`src/hdl/bilinear_scale_over_blit_top_defines.svh`:
```
// ----------------------------------------------------------------------------
// Assertion macros for the bilinear scaled over blit
// Concurrent check wrappers, clocked on clk and held off while rst_n is low.
// ----------------------------------------------------------------------------
`ifndef BILINEAR_SCALE_OVER_BLIT_TOP_DEFINES_SVH
`define BILINEAR_SCALE_OVER_BLIT_TOP_DEFINES_SVH
`ifndef NO_ASSERTIONS
`define BSO_ASSERT_IMP(lbl, ante, cons, msg) \
  lbl: assert property (@(posedge clk) disable iff (!rst_n) (ante) |-> (cons)) else $error(msg);
`define BSO_ASSERT_NXT(lbl, ante, cons, msg) \
  lbl: assert property (@(posedge clk) disable iff (!rst_n) (ante) |=> (cons)) else $error(msg);
`else
`define BSO_ASSERT_IMP(lbl, ante, cons, msg)
`define BSO_ASSERT_NXT(lbl, ante, cons, msg)
`endif
`endif

```
`src/hdl/bso_fifo.sv`:
```
// ----------------------------------------------------------------------------
// bso_fifo
// Small synchronous queue, head shown combinationally.
// ----------------------------------------------------------------------------
module bso_fifo #(
  parameter int WIDTH = 8,
  parameter int DEPTH = 16
) (
  input  logic             clk,
  input  logic             rst_n,
  input  logic             wr_en,
  input  logic [WIDTH-1:0] wr_data,
  input  logic             rd_en,
  output logic [WIDTH-1:0] rd_data,
  output logic             empty
);

  localparam int AW = $clog2(DEPTH);

  logic [WIDTH-1:0] mem [DEPTH];
  logic [AW-1:0]    wp_r, rp_r;
  logic [AW:0]      cnt_r;

  always_ff @(posedge clk) begin
    if (wr_en) mem[wp_r] <= wr_data;
  end

  always_ff @(posedge clk) begin
    if (!rst_n) begin
      wp_r  <= '0;
      rp_r  <= '0;
      cnt_r <= '0;
    end else begin
      if (wr_en) wp_r <= wp_r + AW'(1);
      if (rd_en) rp_r <= rp_r + AW'(1);
      cnt_r <= cnt_r + (AW+1)'(wr_en) - (AW+1)'(rd_en);
    end
  end

  assign rd_data = mem[rp_r];
  assign empty   = (cnt_r == '0);

endmodule

```
`config.mk`:
```
export PLATFORM = sky130hd
export DESIGN_NAME = bso_fifo
export DESIGN_NICKNAME = d
export VERILOG_FILES = /design/src/hdl/bilinear_scale_over_blit_top_defines.svh /design/src/hdl/bso_fifo.sv
export SDC_FILE = /design/constraint.sdc
export NUM_CORES = 1
export LEC_CHECK = 0
export ABC_CLOCK_PERIOD_IN_PS = 2300
export BUFFER_PORTS_ARGS = -buffer_cell sky130_fd_sc_hd__buf_2
export CAP_MARGIN = 30
export CORE_MARGIN = 10
export CORE_UTILIZATION = 25
export CTS_CLUSTER_SIZE = 40
export DETAILED_ROUTE_END_ITERATION = 10
export HOLD_SLACK_MARGIN = 0.02
export PLACE_DENSITY_LB_ADDON = 0.05
export SLEW_MARGIN = 30
export SYNTH_ARGS = -nofsm -noshare
export SYNTH_HDL_FRONTEND = slang
export SYNTH_SLANG_ARGS = --single-unit
```
`constraint.sdc`:
```
create_clock -name clk -period 2.3 [get_ports clk]
set_input_delay 0.23 -clock clk [delete_from_list [all_inputs] [get_ports clk]]
set_output_delay 0.23 -clock clk [all_outputs]
set_load 0.02 [all_outputs]
```
==> results.md, run 1 <==
- Status: complete, but fails checks
- Failing checks: negative setup slack
- Post-synth EDFFs: around 130
- Final setup fails: 1
- Via count: between 2k and 3k
- Crit path DAT: between 2 and 2.5 ns
- Clock Skews: approximately 0.0053 ns
- Worst-Margin Slew: around 0.65 ns
- Area Growth Syn to Fin: 21.03%
- Clock Sinks: between 100 and 150
- Syn Area/Cell: a little under 20 um^2
- Post-synthesis sequential area ratio: approximately 72%
- Final worst path period need: ~2.3 ns
- Largest net degree at the start of global routing: 33
- Fmax: 434.5 MHz
- Final WS setup: -0.001378 ns
- Maximum Capacitance Violations: 0
- P_leak: between 2 and 2.5 nW
- Synth cell count leaders: 128 x edfxtp_1, 28 x and2_1, 18 x mux4_2
- Std cell rows: 55
- H-Tree Depth: 4
- Routed length per instance: between 20 and 25 um
- Final cycle utilization of the critical path: 100.1%
- Setup Crit Path Kind: register to output pin
- Maximum vdd ir drop: between 0.0004 and 0.0005 V
- Post-CTS Hold Fix Bufs: 0
- Nature of the critical path startpoint: register
- Core box area: 22710 um^2
- TritonCTS Buffers: 17
- Synth Cell Area: between 5000 and 6000 um^2
- Asr flop ratio synth: 0%
- Pre-CTS setup slack: roughly 0.17 ns
- Die W: 172.2 um
- CP Buf/Inv Count: 3
- Die height: 172.2 um
- Crit-path leading delay family: multiplexers
- Fin area: ~7000 um^2
- Antenna Nets Post-Route: 0
- GRT Total Usage: approximately a tenth
- RSZ-0062 raised after global routing: true
- Dpl cell area: ~6200 um^2
- Clock latency at the later pin of the worst-skew pair: 0.42 ns
- Final wirelength: roughly 14000 um
- Post-DR vias/cell: 4.394
- Critical path data required time: roughly 2.1 ns
- Relative slew margins: a little under three fifths
- Synth area leader: edfxtp_1
- CTS tree: built
- GP Congestion: roughly 0.69
- Crit path cell chain: buf_12 -> buf_16 -> mux4_1 -> a22oi_2 -> nand2_1 -> buf_2
- Ys flop type: edfxtp_1
- YS warnings: 0
- Clock Tree Buf Depth: 2
- Layout net count: between 300 and 400
- CP peak stage delay: a little under 0.6 ns
- Hold WC Path Type: input port to register
- Max Slew Vio Count: 0
- DRC violations left: 0
- Crit-path max FO: 8
- Final Hold Fails: 0
- First-pass GRT wire length: 20460 um
- Initial antenna violation count: 0
- Synth unique cells: 31
- Clock-pin slew on the worst setup and hold paths: 0.06 ns
- Antenna fix cells: 0
- Power Total: 6.540 mW
- Critical path capture point type: output pin
- First-pass DRT Iterations: 4
- Full die area: between 20000 and 30000 um^2
- Vias in the first global route: about 3.1k
- Setup TNS: -0.001378 ns
- Post-synth top area share: roughly 66%
- Reg2reg setup slack: 0.18 ns
- GRT overflow: 0
- Top cells by area, synth: edfxtp_1 66%, mux4_2 7.0%, mux4_1 6.4%
- Crit-path slowest cell: mux4_1
- Pwr/cell area: 933.4 nW/um^2
- Drt first-iter violations: 212
- Cell with the most instances after synthesis: edfxtp_1
- Syn Nets: around 320
- Dpl hpwl: around 8600 um
- Starting density of the core: roughly a quarter
- I/O pins: 21
- CTS root buf: clkbuf_16
- Port Buffers: 20
- Share of cells above drive strength 1: roughly 33%
- Cells after synthesis: roughly 290
- Register bit count reported by yosys: about 150
## cells by family after synthesis
family | after synthesis | synth area share [%]
AND/OR/NAND/NOR | 54 | 5.360
flip-flops | 145 | 72.27
XOR/XNOR | 9 | 1.361
multiplexers | 34 | 13.70
AO/OA/AOI/OAI | 20 | 2.464
buffers and inverters | 20 | 2.118
adder cells (fa/ha/maj) | 12 | 2.723
## worst register-to-register path, cell delays in order (launching register included)
cell     delay (ns)
dfxtp_1        0.34
inv_1          0.05
ha_1           0.26
inv_1          0.04
ha_1           0.20
fa_1           0.41
a21oi_1        0.16
nor2_1         0.06
or3_1          0.33
and3_1         0.17
## layout make-up
class,count,area [um^2]
repair buffers,36,309.0
well taps,285,356.6
clock buffers,17,425.4
clock inverters,15,181.4
fillers,2210,15700
multi-input cells,129,1516
flip-flops and latches,145,4188
inverters,8,30.03
## layout by cell type (no fill, tap or decap), types with 5 or more instances in the layout
cell type  Yosys  layout
inv_1          8       8
nand2_1       11       7
dfxtp_1       17      16
buf_2          2      17
a22oi_2        0      12
ha_1          11      11
clkbuf_16      0      17
buf_4          1      11
inv_6          0       5
xnor2_1        5       5
and2_1        28      28
mux4_2        18      29
edfxtp_1     128     128
## final timing paths
| check | cells past startpoint | endpoint | start |
|---|---|---|---|
| setup / recovery | 6 | rd_data[3] | register |
| hold / removal | 2 | wp_r[1] | rst_n |
| setup reg to reg | 9 | cnt_r[4] | cnt_r[0] |
| hold reg to reg | 2 | rp_r[1] | rp_r[1] |
## per-layer routing
metal | vias up | wire, um | GRT usage (%)
met2 | 39 | 6215 | 15.03
met4 | 0 | 174 | 3.598
met5 | - | 0 | 0
li1 | 1264 | - | -
met3 | 16 | 390 | 2.622
met1 | 1471 | 6798 | 13.14
## power by group
part	internal [mW]	leakage, nW	total [mW]	switching [mW]
Clock	1.72	0.296	2.84	1.13
Combinational	0.351	0.728	0.720	0.369
Sequential	2.93	1.30	2.98	0.0412
Total	5.00	2.32	6.54	1.54
## state kept, by name, indices dropped and copies added, names as in the netlist, named ones only
signal	flops
cnt_r	5
mem	128
rp_r	4
wp_r	4
## what timing repair did
action / 4_1_cts / 5_1_grt
endpoints found under the setup margin: 8 / 8
gates cloned: 1 / 0
pin swaps: 3 / 3
buffers inserted: 5 / 2
gates resized for setup: 22 / 18
## per-stage QoR
step | utilization (%) | hold slack (ns) | cells
5_1_grt | 30.85 | 0.1853 | 635
2_1_floorplan | - | 0.3289 | 294
6_report | 30.85 | 0.1813 | 635
3_3_place_gp | 27.48 | 0.5595 | 595
4_1_cts | 30.64 | 0.1786 | 633
3_5_place_dp | 27.48 | 0.5711 | 595
No activity file was read; power rests on OpenSTA's default activity.
==> inputs of run 2 (changes only) <==
--- a/config.mk
+++ b/config.mk
@@ -14,7 +14,6 @@
 export DETAILED_ROUTE_END_ITERATION = 10
 export HOLD_SLACK_MARGIN = 0.02
 export PLACE_DENSITY_LB_ADDON = 0.05
-export SLEW_MARGIN = 30
 export SYNTH_ARGS = -nofsm -noshare
 export SYNTH_HDL_FRONTEND = slang
 export SYNTH_SLANG_ARGS = --single-unit
==> constraint.sdc (replaced) <==
create_clock -name clk -period 2.3 [get_ports clk]
set_input_delay 0.46 -clock clk [delete_from_list [all_inputs] [get_ports clk]]
set_output_delay 0.46 -clock clk [all_outputs]
set_load 0.02 [all_outputs]
==> results.md, run 2 (same netlist as run 1, synthesis figures left out) <==
- Status: complete, but fails checks
- Failing checks: negative setup slack
- Hold_sp: rst_n
- Seq pwr share: 45.7% (+0.2 points)
- Clock-pin slew on the worst setup and hold paths: 0.07 ns (about the same)
- Final Hold Fails: 0 (unchanged)
- Final worst path period need: 2.523 ns (+0.2215 ns)
- Pwr/cell area: 918.3 nW/um^2 (-1.6%)
- Clk pwr share: 42.7% (-0.8 points)
- Sw Pwr: 1.577 mW (+2.7%)
- Reg2reg setup slack: 0.20 ns (+0.02 ns)
- Starting density of the core: 25.49% (unchanged)
- GP Congestion: 0.6699 (-3.5%)
- Nature of the critical path startpoint: register
- Dpl hpwl: 8567 um (+0.17%)
- Antenna fix cells: 0 (unchanged)
- Crit-path max FO: 8 (unchanged)
- Critical path data required time: 1.84 ns (-0.23 ns)
- Post-DR vias/cell: 4.352 (-0.96%)
- DRC violations left: 0 (unchanged)
- Reg-to-Reg Start: cnt_r[0]
- R2R cell count: 9 (unchanged)
- Setup TNS: -1.478 ns (-1.476 ns)
- RSZ-0062 raised after global routing: true
- Worst-Margin Slew: 0.6396 ns (-0.009994 ns)
- Clock latency at the later pin of the worst-skew pair: 0.42 ns (about the same)
- Clock Sinks: 145 (unchanged)
- First-pass GRT wire length: 19980 um (-2.4%)
- Core box area: 22710 um^2 (unchanged)
- Initial antenna violation count: 0 (unchanged)
- TritonCTS Buffers: 17 (unchanged)
- Clock Tree Buf Depth: 2 (unchanged)
- Relative slew margins: 57.17% (+0.52 points)
- Combinational share of power: 11.6% (+0.6 points)
- Flip-flop count of the largest register after layout: 128 (unchanged)
- Commonest cells after routing, fill and taps aside: 128 x edfxtp_1, 31 x mux4_2, 28 x and2_1
- Port Buffers: 20 (unchanged)
- Largest regs: mem x128, cnt_r x5
- Largest net degree at the start of global routing: 33 (unchanged)
- Crit path DAT: 2.06 ns (about the same)
- P_leak: 2.339 nW (+0.78%)
- Crit-path slowest cell: mux4_2
- Final setup fails: 8 (+7)
- Fin cells: 640 (+0.79%)
- H-Tree Depth: 4 (unchanged)
- Full die area: 29640 um^2 (unchanged)
- CTS tree: built
- Fmax: 396.4 MHz (-8.8%)
- GRT Total Usage: 9.565% (-0.28 points)
- Final WS setup: -0.2229 ns (-0.2215 ns)
- Clock Skews: 0.007230 ns (+0.001956 ns)
- Share of cells above drive strength 1: 35.77% (+2.9 points)
- Layout net count: 366 (+1.4%)
- Routed met3 length: 427 um (+9.5%)
- Drt first-iter violations: 150 (-29%)
- CTS root buf: clkbuf_16
- Die height: 172.2 um (unchanged)
- Switching share of power: 24.24% (+0.76 points)
- Via count: 2785 (-0.18%)
- Metal-1 WL: 6607 um (-2.8%)
- Final wirelength: 13440 um (-1.0%)
- Maximum Capacitance Violations: 0 (unchanged)
- Antenna Nets Post-Route: 0 (unchanged)
- Routed length per instance: 21.00 um (-1.8%)
- Max Slew Vio Count: 0 (unchanged)
- Top reg by flops: mem
- GRT overflow: 0 (unchanged)
- Highest Signal Layer: met4
- Post-CTS Hold Fix Bufs: 0 (unchanged)
- R2r endpoint: cnt_r[4]
- Area Growth Syn to Fin: 22.39%
- Crit path cell chain: buf_12 -> buf_6 -> mux4_2 -> a22oi_2 -> nand2_2 -> buf_6
- Pre-CTS setup slack: 0.004390 ns (-0.1646 ns)
- Final cycle utilization of the critical path: 109.7% (+9.6 points)
- Critical path capture point type: output pin
- Hold Crit Depth: 2 (unchanged)
- First-pass DRT Iterations: 4 (unchanged)
- Hold WC Path Type: input port to register
- Met2 WL: 6260 um (+0.72%)
- Setup Crit Path Kind: register to output pin
- I/O pins: 21 (unchanged)
- Int Power: 4.929 mW (-1.5%)
- Maximum vdd ir drop: 0.0004212 V (-8.8%)
- Vias in the first global route: 2991 (-4.7%)
- Dpl cells: 603 (+1.3%)
- Std cell rows: 55 (unchanged)
- Die W: 172.2 um (unchanged)
- Cell mode on critical path: buf_6
- CP peak stage delay: 0.52 ns (-0.07 ns)
- Commonest non-fill, non-tap cell in the layout: edfxtp_1
-- run 2: cell count changes in the layout (fill, tap and decap cells not counted), sizes merged --
cell	change
clkinv	-3
buf	+4
clkinvlp	+3
bufinv	-1
clkbuf	+1
inv	+1
-- run 2: per-layer routing --
layer	track usage, %	vias up
li1	-	1262
met1	12.86	1476
met2	14.42	35
met3	2.713	12
met4	3.373	0
met5	0	-
-- run 2: power groups by stage --
stage                     Clock [mW]  Sequential, mW  Combinational [mW]
final                           2.78            2.98               0.754
after global routing            2.98            2.98               0.847
after floorplan                    0            3.02               0.445
after detailed placement           0            3.03               0.679
after global placement             0            3.03               0.681
after CTS                       2.86            2.98               0.732
-- run 2: worst max-delay path by stage --
stage | startpoint | to | slack, ns | cells past startpoint
floorplan | rd_en | cnt_r[4] | 0.19 | 8
global placement | register | rd_data[1] | 0.02 | 5
detailed placement | rd_en | cnt_r[4] | 0.004 | 9
CTS | register | rd_data[1] | -0.30 | 5
global route | register | rd_data[4] | -0.33 | 6
finish | register | rd_data[6] | -0.22 | 6
-- run 2: area by class of cell --
class | instances | area (um^2)
Sequential cell | 145 | 4188
Inverter | 8 | 30.03
Clock inverter | 15 | 171.4
Fill cell | 2219 | 15620
Multi-Input combinational cell | 129 | 1526
Tap cell | 285 | 356.6
Timing Repair Buffer | 41 | 387.9
Clock buffer | 17 | 425.4
-- run 2: worst max-delay path: cells and delay by family, from the launching register on --
kind | cells | cell delay [ns]
flip-flops | 1 | 0.44
AND/OR/NAND/NOR | 1 | 0.09
AO/OA/AOI/OAI | 1 | 0.18
multiplexers | 1 | 0.52
buffers and inverters | 3 | 0.41
-- run 2: metrics by stage --
stage	power, mW	utilization, %	area, um^2	hold WS, ns
detailed placement	3.706	27.74	6300	0.5665
CTS	6.568	30.78	6989	0.4095
finish	6.507	31.20	7086	0.4174
floorplan	3.463	-	5789	0.5246
global placement	3.709	27.74	6300	0.5548
global route	6.812	31.20	7086	0.4217
-- run 2: what timing repair did --
item                                    4_1_cts  5_1_grt
pin swaps                                     2       14
endpoints found under the setup margin        8        8
resized for setup                            21       36
cloned                                        1        1
buffers inserted                              3        0
endpoints found under the hold margin         0        0
