--- config.mk ---
export PLATFORM = sky130hd
export DESIGN_NAME = bso_front
export DESIGN_NICKNAME = d
export VERILOG_FILES = /design/src/hdl/bilinear_scale_over_blit_top_defines.svh /design/src/hdl/bso_pkg.sv /design/src/hdl/bso_div.sv /design/src/hdl/bso_front.sv
export SDC_FILE = /design/constraint.sdc
export NUM_CORES = 2
export LEC_CHECK = 0
export CAP_MARGIN = 10
export CORE_UTILIZATION = 50
export DETAILED_ROUTE_END_ITERATION = 12
export DONT_BUFFER_PORTS = 1
export GPL_ROUTABILITY_DRIVEN = 0
export SETUP_SLACK_MARGIN = 0.1
export SYNTH_ARGS = -nofsm -noshare
export SYNTH_HDL_FRONTEND = slang
export SYNTH_HIERARCHICAL = 1
export SYNTH_SLANG_ARGS = --single-unit
--- constraint.sdc ---
create_clock -name clk -period 15.7 [get_ports clk]
set_input_delay 0 -clock clk [delete_from_list [all_inputs] [get_ports clk]]
set_output_delay 0 -clock clk [all_outputs]
set_load 0.005 [all_outputs]
--- src/hdl/bilinear_scale_over_blit_top_defines.svh ---
// ----------------------------------------------------------------------------
// Assertion macros for the bilinear scaled over blit
// Concurrent check wrappers, clocked on clk and held off while rst_n is low.
// ----------------------------------------------------------------------------
`ifndef BILINEAR_SCALE_OVER_BLIT_TOP_DEFINES_SVH
`define BILINEAR_SCALE_OVER_BLIT_TOP_DEFINES_SVH
`ifndef NO_ASSERTIONS
`define BSO_ASSERT_IMP(lbl, ante, cons, msg) \
  lbl: assert property (@(posedge clk) disable iff (!rst_n) (ante) |-> (cons)) else $error(msg);
`define BSO_ASSERT_NXT(lbl, ante, cons, msg) \
  lbl: assert property (@(posedge clk) disable iff (!rst_n) (ante) |=> (cons)) else $error(msg);
`else
`define BSO_ASSERT_IMP(lbl, ante, cons, msg)
`define BSO_ASSERT_NXT(lbl, ante, cons, msg)
`endif
`endif

--- src/hdl/bso_pkg.sv ---
// ----------------------------------------------------------------------------
// bso_pkg
// Shared types and constants of the bilinear scaled over blit.
// ----------------------------------------------------------------------------
package bso_pkg;

  localparam int TEX_MAX_W_DEF = 512;
  localparam int TEX_MAX_H_DEF = 128;
  localparam int FRAME_W_DEF   = 2048;
  localparam int FRAME_H_DEF   = 2048;

  // widest texel index over the whole parameter range (4096 texels)
  localparam int IDX_W = 12;

  localparam logic ACT_LOAD  = 1'b0;
  localparam logic ACT_BLEND = 1'b1;

  localparam logic [2:0] REG_DEST_LEFT   = 3'd0;
  localparam logic [2:0] REG_DEST_TOP    = 3'd1;
  localparam logic [2:0] REG_DEST_WIDTH  = 3'd2;
  localparam logic [2:0] REG_DEST_HEIGHT = 3'd3;
  localparam logic [2:0] REG_SRC_WIDTH   = 3'd4;
  localparam logic [2:0] REG_SRC_HEIGHT  = 3'd5;
  localparam logic [2:0] REG_OPACITY     = 3'd6;

  // 255 * 2^24, full coverage at the sample scale
  localparam logic [31:0] ONE_SCALED = 32'hFF00_0000;
  // 255 * 256: this or any larger scaled sum saturates
  localparam logic [16:0] SAT_LIMIT  = 17'd65280;

  typedef struct packed {
    logic       action;
    logic [8:0] texel_col;
    logic [6:0] texel_row;
    logic [10:0] pixel_col;
    logic [10:0] pixel_row;
    logic [7:0] red_in;
    logic [7:0] green_in;
    logic [7:0] blue_in;
    logic [7:0] alpha_in;
  } in_item_t;

  typedef struct packed {
    logic [10:0] out_col;
    logic [10:0] out_row;
    logic [7:0]  red_out;
    logic [7:0]  green_out;
    logic [7:0]  blue_out;
    logic        covered;
  } out_item_t;

  typedef struct packed {
    logic signed [16:0] dest_left;
    logic signed [16:0] dest_top;
    logic [15:0] dest_width;
    logic [15:0] dest_height;
    logic [9:0]  source_width;
    logic [7:0]  source_height;
    logic [8:0]  opacity;
  } cfg_t;

  typedef struct packed {
    in_item_t         item;
    logic             covered;
    logic [IDX_W-1:0] x0;
    logic [IDX_W-1:0] x1;
    logic [IDX_W-1:0] y0;
    logic [IDX_W-1:0] y1;
    logic [7:0]       ax;
    logic [7:0]       ay;
  } mid_t;

endpackage

--- src/hdl/bso_div.sv ---
// ----------------------------------------------------------------------------
// bso_div
// Pipelined restoring divider, one quotient bit per stage.
// ----------------------------------------------------------------------------
module bso_div #(
  parameter int NW = 42
) (
  input  logic             clk,
  input  logic [NW-1:0]    dividend,
  input  logic [15:0]      divisor,
  output logic [NW-17:0]   quotient
);

  localparam int QW = NW - 16;

  logic [NW-1:0] rem_r [QW];
  logic [QW-1:0] quo_r [QW];
  logic [15:0]   dvs_r [QW];

  for (genvar s = 0; s < QW; s++) begin : g_stage
    logic [NW-1:0] rem_in;
    logic [QW-1:0] quo_in;
    logic [15:0]   dvs_in;
    logic [NW-1:0] shd;
    if (s == 0) begin : g_first
      assign rem_in = dividend;
      assign quo_in = '0;
      assign dvs_in = divisor;
    end else begin : g_next
      assign rem_in = rem_r[s-1];
      assign quo_in = quo_r[s-1];
      assign dvs_in = dvs_r[s-1];
    end
    assign shd = NW'(dvs_in) << (QW - 1 - s);
    always_ff @(posedge clk) begin
      if (rem_in >= shd) begin
        rem_r[s] <= rem_in - shd;
        quo_r[s] <= {quo_in[QW-2:0], 1'b1};
      end else begin
        rem_r[s] <= rem_in;
        quo_r[s] <= {quo_in[QW-2:0], 1'b0};
      end
      dvs_r[s] <= dvs_in;
    end
  end

  assign quotient = quo_r[QW-1];

endmodule

--- src/hdl/bso_front.sv ---
// ----------------------------------------------------------------------------
// bso_front
// Maps pixel centres into the rectangle, checks coverage, finds texel indices.
// ----------------------------------------------------------------------------
module bso_front #(
  parameter int TEX_MAX_W = bso_pkg::TEX_MAX_W_DEF,
  parameter int TEX_MAX_H = bso_pkg::TEX_MAX_H_DEF,
  parameter int FRAME_W   = bso_pkg::FRAME_W_DEF,
  parameter int FRAME_H   = bso_pkg::FRAME_H_DEF
) (
  input  logic             clk,
  input  logic             rst_n,
  input  bso_pkg::cfg_t    cfg,
  input  logic             in_valid,
  input  bso_pkg::in_item_t in_item,
  output logic             mid_valid,
  output bso_pkg::mid_t    mid_item
);

  localparam int TWX = $clog2(TEX_MAX_W + 1);
  localparam int TWY = $clog2(TEX_MAX_H + 1);
  localparam int TW  = (TWX > TWY) ? TWX : TWY;
  localparam int QW  = TW + 8;
  localparam int NW  = 16 + QW;

  // locate result: {i0, i1, weight}
  function automatic logic [2*TW+7:0] locate(input logic [QW-1:0] q,
                                            input logic [TW-1:0] tex);
    logic [QW-1:0] fm;
    logic [TW-1:0] i0;
    logic [TW-1:0] i1;
    logic [7:0]    wt;
    i0 = '0;
    wt = '0;
    fm = q - QW'(128);
    if (q >= QW'(128)) begin
      i0 = TW'(fm >> 8);
      wt = fm[7:0];
    end
    if (i0 > tex - TW'(1)) i0 = tex - TW'(1);
    if ((32'(i0) + 32'd1) < 32'(tex)) i1 = i0 + TW'(1);
    else i1 = tex - TW'(1);
    return {i0, i1, wt};
  endfunction

  // stage A: centre offsets
  logic                 va_r;
  bso_pkg::in_item_t    ia_r;
  logic signed [17:0]   oxa_r, oya_r;
  logic                 fra_r;

  // stage B: coverage and dividends
  logic                 vb_r;
  bso_pkg::in_item_t    ib_r;
  logic                 cvb_r;
  logic [NW-1:0]        nx_r, ny_r;

  logic [TW-1:0] sw_s, sh_s;
  logic          cov_nxt;
  logic [QW-1:0] qx, qy;

  // side line alongside the dividers
  logic              sv_r [QW];
  bso_pkg::in_item_t si_r [QW];
  logic              sc_r [QW];

  logic          vc_r;
  bso_pkg::mid_t mc_r;
  bso_pkg::mid_t mc_nxt;
  logic [2*TW+7:0] lx, ly;

  always_comb begin
    if (cfg.source_width == '0) sw_s = TW'(1);
    else if (32'(cfg.source_width) > TEX_MAX_W) sw_s = TW'(TEX_MAX_W);
    else sw_s = TW'(cfg.source_width);
    if (cfg.source_height == '0) sh_s = TW'(1);
    else if (32'(cfg.source_height) > TEX_MAX_H) sh_s = TW'(TEX_MAX_H);
    else sh_s = TW'(cfg.source_height);
  end

  always_ff @(posedge clk) begin
    if (!rst_n) begin
      va_r <= 1'b0;
    end else begin
      va_r <= in_valid;
    end
    ia_r  <= in_item;
    oxa_r <= $signed({3'b000, in_item.pixel_col, 4'b1000}) - 18'(cfg.dest_left);
    oya_r <= $signed({3'b000, in_item.pixel_row, 4'b1000}) - 18'(cfg.dest_top);
    fra_r <= (32'(in_item.pixel_col) < FRAME_W) && (32'(in_item.pixel_row) < FRAME_H);
  end

  assign cov_nxt = fra_r && (cfg.dest_width != '0) && (cfg.dest_height != '0) &&
                   !oxa_r[17] && (oxa_r[16:0] < 17'(cfg.dest_width)) &&
                   !oya_r[17] && (oya_r[16:0] < 17'(cfg.dest_height));

  always_ff @(posedge clk) begin
    if (!rst_n) begin
      vb_r <= 1'b0;
    end else begin
      vb_r <= va_r;
    end
    ib_r  <= ia_r;
    cvb_r <= cov_nxt;
    nx_r  <= (NW'(oxa_r[15:0]) * NW'(sw_s)) << 8;
    ny_r  <= (NW'(oya_r[15:0]) * NW'(sh_s)) << 8;
  end

  bso_div #(.NW(NW)) u_div_x (
    .clk      (clk),
    .dividend (nx_r),
    .divisor  (cfg.dest_width),
    .quotient (qx)
  );

  bso_div #(.NW(NW)) u_div_y (
    .clk      (clk),
    .dividend (ny_r),
    .divisor  (cfg.dest_height),
    .quotient (qy)
  );

  always_ff @(posedge clk) begin
    if (!rst_n) begin
      for (int i = 0; i < QW; i++) sv_r[i] <= 1'b0;
    end else begin
      sv_r[0] <= vb_r;
      for (int i = 1; i < QW; i++) sv_r[i] <= sv_r[i-1];
    end
    si_r[0] <= ib_r;
    sc_r[0] <= cvb_r;
    for (int i = 1; i < QW; i++) begin
      si_r[i] <= si_r[i-1];
      sc_r[i] <= sc_r[i-1];
    end
  end

  always_comb begin
    lx = locate(qx, sw_s);
    ly = locate(qy, sh_s);
    mc_nxt.item    = si_r[QW-1];
    mc_nxt.covered = sc_r[QW-1];
    mc_nxt.x0      = bso_pkg::IDX_W'(lx[2*TW+7:TW+8]);
    mc_nxt.x1      = bso_pkg::IDX_W'(lx[TW+7:8]);
    mc_nxt.ax      = lx[7:0];
    mc_nxt.y0      = bso_pkg::IDX_W'(ly[2*TW+7:TW+8]);
    mc_nxt.y1      = bso_pkg::IDX_W'(ly[TW+7:8]);
    mc_nxt.ay      = ly[7:0];
  end

  always_ff @(posedge clk) begin
    if (!rst_n) begin
      vc_r <= 1'b0;
    end else begin
      vc_r <= sv_r[QW-1];
    end
    mc_r <= mc_nxt;
  end

  assign mid_valid = vc_r;
  assign mid_item  = mc_r;

endmodule

==> impl_metrics.tcl <==
set metrics [dict create \
    crit_buf_inv 9 \
    cts_sinks 3718 \
    cts_resized 0 \
    grt_start_max_net_pins 38 \
    cts_made_buffers 370 \
    r2r_end "mid_item[46]" \
    setup_viol 0 \
    crit_path_start_kind "input port" \
    start_util_pct 50.2 \
    grt_use_met2_pct 32.0 \
    cp_slowest_cell "a21oi_2" \
    synthFlopType "dfxtp_1" \
    cp.depth 38 \
    holdCritPathClass "in2reg" \
    rsz0062_at_grt "false" \
    ys_top_cells_by_area "dfxtp_1, ha_1, fa_1, inv_1, xnor2_1" \
    postPlaceCellArea_mm2 0.133 \
    area_delta_synth_final_pct 15.8 \
    worst_slew_pin_slew_ps 1220 \
    critPathKind "in2reg" \
    grt_pass1_vias 81100 \
    drt_first_pass_iters 6 \
    cpMostUsedCell "dlygate4sd3_1" \
    fmax_mhz 99.6 \
    synth_area_mm2 0.129 \
    min_path_cells 6 \
    crit_family "buffers and inverters" \
    core_region_area_mm2 0.257 \
    reg2reg_from "u_div_x/quo_r[8][29]" \
    yosysSeqAreaShare_pct 57.7 \
    yosysTopAreaCell "dfxtp_1" \
    synth.most_common_cell "dfxtp_1" \
    whs_endpoint "nx_r[33]" \
    finalCritPeriodShare_pct 63.9 \
    drv_slew 0 \
    critical_path_arrival_ps 10880 \
    drc 0 \
    syn_avg_cell_area_um2 11.0 \
    async_flop_share_pct 0 \
    antenna_found_initial 6 \
    final.min_clock_period_ps 10040 \
    ys_types 98 \
    htree_levels 5 \
    cts_root_buf "clkbuf_16" \
    synthesis.instances 11800 \
    io_pins 304 \
    clk_latency_ps 900 \
    peakVddDrop_mv 0.117 \
    layout-drive-gt1-share_pct 7.11 \
    ys_warn_count 6 \
    first_iter_violations 4217 \
    finish.instance_area_mm2 0.149 \
    worstPathRequired_ps 16550 \
    overflow 0 \
    tns_ps 0 \
    reg2regPathDepth 29 \
    routed_wl_um 249000 \
    synth_edf_count 0 \
    n_fill_cell 20800 \
    clk_pin_slew_ps 60 \
    use_met1_pct 22.5 \
    worstPathMaxFanout 21 \
    outcome "completed" \
    via_count 81100 \
    wl_per_cell_um 15.5 \
    die_h_um 510 \
    ff2ff_setup_slack_ps 7570 \
    max_stage_delay_ps 890 \
    cp-end-kind "flip-flop" \
    synth.ff_latch_count 3718 \
    hold_viol_final 0 \
    fp.dieW_um 510 \
    slew_headroom_pct 18.4 \
    clk_path_buf_depth 4 \
    dieArea_mm2 0.260 \
    fin_skew_ps 39.6 \
    p_leak_nw 65.6 \
    place_hpwl_um 181000 \
    gr-max-usage-layer "met2" \
    maxCapViolations 0 \
    drt-vias-per-instance 5.05 \
    grt_use_met3_pct 3.27 \
    synth_top_area_share_pct 57.7 \
    synth_common_cells "dfxtp_1, inv_1, ha_1" \
    numPortBuffers 0 \
    ant_nets 0 \
    grt_pass1_wl_um 402000 \
    cts_tree "yes" \
    row_count 186 \
    track_usage_pct 18.7 \
    p_per_area_mw_per_mm2 208 \
    hp-start "cfg[24]" \
    final_nets 13600 \
]
[kinds of logic after synthesis]
family | share of synthesized area, %
flip-flops | 57.7
AND/OR/NAND/NOR | 11.0
AO/OA/AOI/OAI | 9.61
buffers and inverters | 3.82
adder cells (fa/ha/maj) | 11.2
XOR/XNOR | 5.16
multiplexers | 1.39
other | 0.00582
[layer usage]
| layer | vias to the layer above | share of wire [%] |
|---|---|---|
| met4 | 2 | 5.1 |
| met5 | - | 0.0036 |
| li1 | 40700 | - |
| met3 | 650 | 4.4 |
| met2 | 1941 | 47 |
| met1 | 37800 | 44 |
[worst reg2reg max path, delay by kind of cell, from the launching register on]
kind / cells / cell delay [ps]
DFF: 1 / 360
and+or+nand+nor: 9 / 1700
xor gates and xnor gates: 1 / 220
adders and majority gates: 3 / 880
buffers and inverters: 4 / 1300
muxes: 1 / 400
AOI/OAI and AO/OA: 11 / 3250
[sequential cells by signal (all words and copies together), names as in the netlist, 18 cells and up]
register,cells
sc_r,18
sv_r,18
u_div_y/dvs_r,272
oxa_r,18
ib_r,71
u_div_x/rem_r,578
oya_r,18
u_div_y/rem_r,578
si_r,1278
ia_r,71
ny_r,26
u_div_y/quo_r,171
u_div_x/quo_r,171
mid_item,128
nx_r,26
u_div_x/dvs_r,272
[where the power goes]
part,switching (mW),internal [mW],leakage [nW]
Clock,3.58,5.37,6.24
Sequential,1.21,11.4,31.2
Combinational,5.27,4.33,28.1
[worst max path at each step]
| stage | endpoint | slack (ps) | startpoint |
|---|---|---|---|
| 6_report | mid_item[46] | 5660 | cfg[20] |
| 5_1_grt | mid_item[46] | 4970 | cfg[20] |
| 4_1_cts | mid_item[46] | 5930 | cfg[20] |
| 3_5_place_dp | mid_item[47] | 8170 | cfg[20] |
| 3_3_place_gp | mid_item[47] | 8120 | cfg[20] |
| 2_1_floorplan | mid_item[47] | 9480 | cfg[20] |
[through the flow]
stage	total power, mW	instances	hold slack [ps]	worst slack (ps)	utilization, %
after floorplan	19.8	11800	27.7	9480	-
after global placement	21.8	15000	27.8	8120	51.8
after detailed placement	22.1	15000	27.7	8170	51.8
after CTS	31.3	16000	0.954	5930	58.1
after global routing	33.1	16000	57.1	4970	58.2
final	31.1	16100	80.7	5660	58.2
[layout by cell type (no fill, tap or decap), types with 126 or more instances in the layout]
cell           count
dfxtp_1         3718
inv_1           1101
ha_1             796
nand2_1          710
nor2_1           639
a21oi_1          622
o21ai_0          523
xnor2_1          383
xor2_1           377
clkbuf_16        372
dlygate4sd3_1    342
fa_1             227
and2_1           216
nor3_1           210
a21o_1           180
nor4_1           171
nor2b_1          140
nand3_1          139
nand2b_1         130
mux2_2           126
[layout make-up]
cell class	count	area, um2	area share [%]
flip-flops and latches	3718	74400	49.9
multi-input cells	6783	49900	33.4
clock buffers	505	10500	7.04
well taps	3384	4230	2.84
inverters	1108	4160	2.79
repair buffers	383	3750	2.51
clock inverters	163	2300	1.54
diodes	8	20.0	0.0134
[repair_timing]
item | 4_1_cts | 5_1_grt
hold buffers | 342 | 0
setup endpoints to repair | 0 | 0
setup buffers | 0 | 0
hold endpoints to repair | 247 | 0
No activity file was read; power rests on OpenSTA's default activity.
